[src/rtl/mae_ram.sv]
module mae_ram #(
  parameter int WIDTH = 32,
  parameter int DEPTH = 64
) (
  input  logic                     clk_i,
  input  logic                     we_i,
  input  logic [$clog2(DEPTH)-1:0] waddr_i,
  input  logic [WIDTH-1:0]         wdata_i,
  input  logic [$clog2(DEPTH)-1:0] raddr_i,
  output logic [WIDTH-1:0]         rdata_o
);

  logic [WIDTH-1:0] mem_q [DEPTH];
  logic [WIDTH-1:0] rdata_q;

  always_ff @(posedge clk_i) begin
    if (we_i) begin
      mem_q[waddr_i] <= wdata_i;
    end
    rdata_q <= mem_q[raddr_i];
  end

  assign rdata_o = rdata_q;

endmodule

[config.mk]
export PLATFORM = sky130hd
export DESIGN_NAME = mae_ram
export DESIGN_NICKNAME = d
export VERILOG_FILES = /design/src/rtl/mae_ram.sv
export SDC_FILE = /design/constraint.sdc
export NUM_CORES = 2
export LEC_CHECK = 0
export BUFFER_PORTS_ARGS = -buffer_cell sky130_fd_sc_hd__buf_2
export CORE_ASPECT_RATIO = 0.7
export CORE_MARGIN = 2
export CORE_UTILIZATION = 40
export DETAILED_ROUTE_END_ITERATION = 6
export HOLD_SLACK_MARGIN = 0.03
export PLACE_DENSITY = 0.66
export SKIP_LAST_GASP = 1
export SLEW_MARGIN = 40
export SYNTH_ARGS = -nofsm -noshare
export SYNTH_HDL_FRONTEND = slang
export SYNTH_SLANG_ARGS = --single-unit
[constraint.sdc]
create_clock -name clk_i -period 9.15 [get_ports clk_i]
set_clock_uncertainty 0.05 [all_clocks]
set_input_delay 2.745 -clock clk_i [delete_from_list [all_inputs] [get_ports clk_i]]
set_output_delay 2.745 -clock clk_i [all_outputs]
set_load 0.01 [all_outputs]
==> results.yml <==
global_route:
  grt_pass1_vias: 36832
  grt_pass1_wl_mm: 281.9
  grt_start_max_net_pins: 124
  grt-ovfl-total: 0
  antenna_found_initial: 11
  track_usage_pct: 20.03
sta:
  hold_viol_final: 0
  fin_crit_sh_pct: 57.46
  worst_pin_slew_ns: 0.8936
  worst_hold_slack_ns: 0.7523
  fin_setup_tns_ns: 0
  slew_headroom_pct: 40.43
  fmax_mhz: 190.2
  fin_crit_ns: 5.257
  slew_violations: 0
  setup_violations: 0
  rsz0062_at_grt: "no"
synthesis:
  synth_flop_cell: "edfxtp_1"
  synth-edff-count: 2048
  synthCells: 3324
  ys_ff_latch: 2080
  synth_top_cell_by_area: "edfxtp_1"
  synth_area_leaders: "edfxtp_1 (78%), mux4_2 (16%), mux2i_1 (1.2%)"
  seq_area_frac_synth_pct: 79.14
  synth_cell_types: 34
  avgSynthCellArea_um2: 23.62
  syn_nets: 3370
  netlist_area_mm2: 0.07852
  yosys.area.top_type_share_pct: 78.33
  synthArstFlopShare_pct: 0
  synth_warnings: 0
placement:
  portBuffers: 77
  gp_congestion: 0.8117
  place_hpwl_mm: 108.5
cells_and_area:
  drive_gt1_share_pct: 29.84
  fin_nets: 3591
  final_common_cell: "edfxtp_1"
  final_util_pct: 45.56
  final_cell_mix: "edfxtp_1 (2048), mux4_2 (544), clkbuf_16 (191), buf_4 (122), mux2i_1 (92)"
  area_growth_pct: 13.56
drt:
  drtAntennaViolNets: 0
  vias: 37211
  drc: 0
  drtIter0Drc: 5331
  wl_per_cell_um: 31.82
  routed_via_density: 5.877
  drt-pass1-iter-count: 5
  wirelength_mm: 201.5
die:
  ios: 78
  coreArea_mm2: 0.1957
  initial_core_util_pct: 40.12
  die_x_um: 533.5
  die_y_um: 374.7
  num_rows: 136
  die_area_mm2: 0.1999
clock_tree:
  cts_buffers: 187
  cts_tree: "yes"
  clockBufferDepth: 3
  cts_hold_buf: 0
  cts_root_buffer: "clkbuf_16"
  htreeDepth: 4
  post_cts_buffers: 0
  insertion_delay_ns: 0.83
  clock-sinks: 2080
  clkTransAtPathRegs_ns: 0.07
  cts.repair.resized: 0
setup_path:
  critical_path_class: "in2reg"
  crit_fanout: 56
  cp_data_required_time_ns: 9.78
  cp.arrival_ns: 5.89
  start_kind: "input pin"
  worstSetupEndpointType: "flip-flop"
power:
  cellLeakagePower_nw: 27.42
  powerDensity_mw_per_mm2: 217.2
  ir_worst_vdd_uv: 159.9
hold_path:
  hp-class: "reg2reg"
status:
  outcome: "finished, final reports clean"
job:
  drv_cap: 0
-- path summary, 6_finish.rpt --
path	from	end	slack, ns	cells past startpoint
worst max-delay path	raddr_i[0]	rdata_o[29]$_DFF_P_	3.89	8
worst min-delay path	mem_q[29][8]$_DFFE_PP_	rdata_o[8]$_DFF_P_	0.75	4
worst min register to register	mem_q[29][8]$_DFFE_PP_	rdata_o[8]$_DFF_P_	0.75	4
worst max register to register	mem_q[42][29]$_DFFE_PP_	rdata_o[29]$_DFF_P_	6.72	5
-- critical path, cell delays in order --
cell and delay [ns]:
buf_8 0.33, buf_16 0.36, buf_12 0.43, mux4_2 0.56, o22ai_1 0.52, nor2_1 0.23, a21oi_1 0.48, nor2_1 0.09
-- flip-flops by register name, indices dropped and copies added, names as in the netlist --
signal,cells
rdata_o,32
mem_q,2048
-- cell type report --
cell class,count,area [um^2]
repair buffers,214,1685
fillers,16117,106500
diodes,7,17.52
flip-flops and latches,2080,62140
clock buffers,244,5049
clock inverters,103,967.2
multi-input cells,1062,16030
well taps,2622,3281
-- Yosys cell counts, drive strengths merged, types with 2 or more instances --
cell type,number
a21oi,62
nor3,7
mux2i,93
buf,108
a41o,4
o32ai,4
or2,3
nor2b,15
nand3,5
or3b,5
nand4,2
clkbuf,74
dfxtp,32
mux4,544
edfxtp,2048
a22oi,12
nand2,26
or3,3
nand3b,5
and3,4
nand2b,8
a311oi,8
o22ai,84
o221ai,27
nor2,137
and2,2
-- power breakdown --
part           internal, W  switching, W
logic             0.000358      0.000671
registers           0.0105     0.0000505
clock network      0.00430       0.00344
-- logic make-up after synthesis --
logic type / count (synthesis) / share of synthesized area, %
AND/OR/NAND/NOR: 223 / 1.265
multiplexers: 637 / 16.79
flip-flops: 2080 / 79.14
buffers and inverters: 182 / 1.128
AO/OA/AOI/OAI: 202 / 1.673
-- stage by stage --
| step | power [W] | setup slack, ns | cell area (um^2) | std cells |
|---|---|---|---|---|
| final | 0.01936 | 3.893 | 89160 | 6332 |
| after global routing | 0.01988 | 3.676 | 89150 | 6326 |
| after CTS | 0.01947 | 3.937 | 89000 | 6319 |
| after detailed placement | 0.01183 | 3.040 | 82980 | 5972 |
| after global placement | 0.01181 | 2.908 | 82900 | 5971 |
| after floorplan | 0.01129 | 3.195 | 78520 | 3324 |
-- per-layer routing --
| layer | vias to the layer above | part of all wire (%) | global-route usage [%] |
|---|---|---|---|
| li1 | 14730 | - | - |
| met1 | 20219 | 41 | 29.70 |
| met2 | 2013 | 45 | 29.29 |
| met3 | 243 | 12 | 5.247 |
| met4 | 6 | 2.3 | 5.644 |
| met5 | - | 0.021 | 0 |
(Power assumes the default switching activity.)
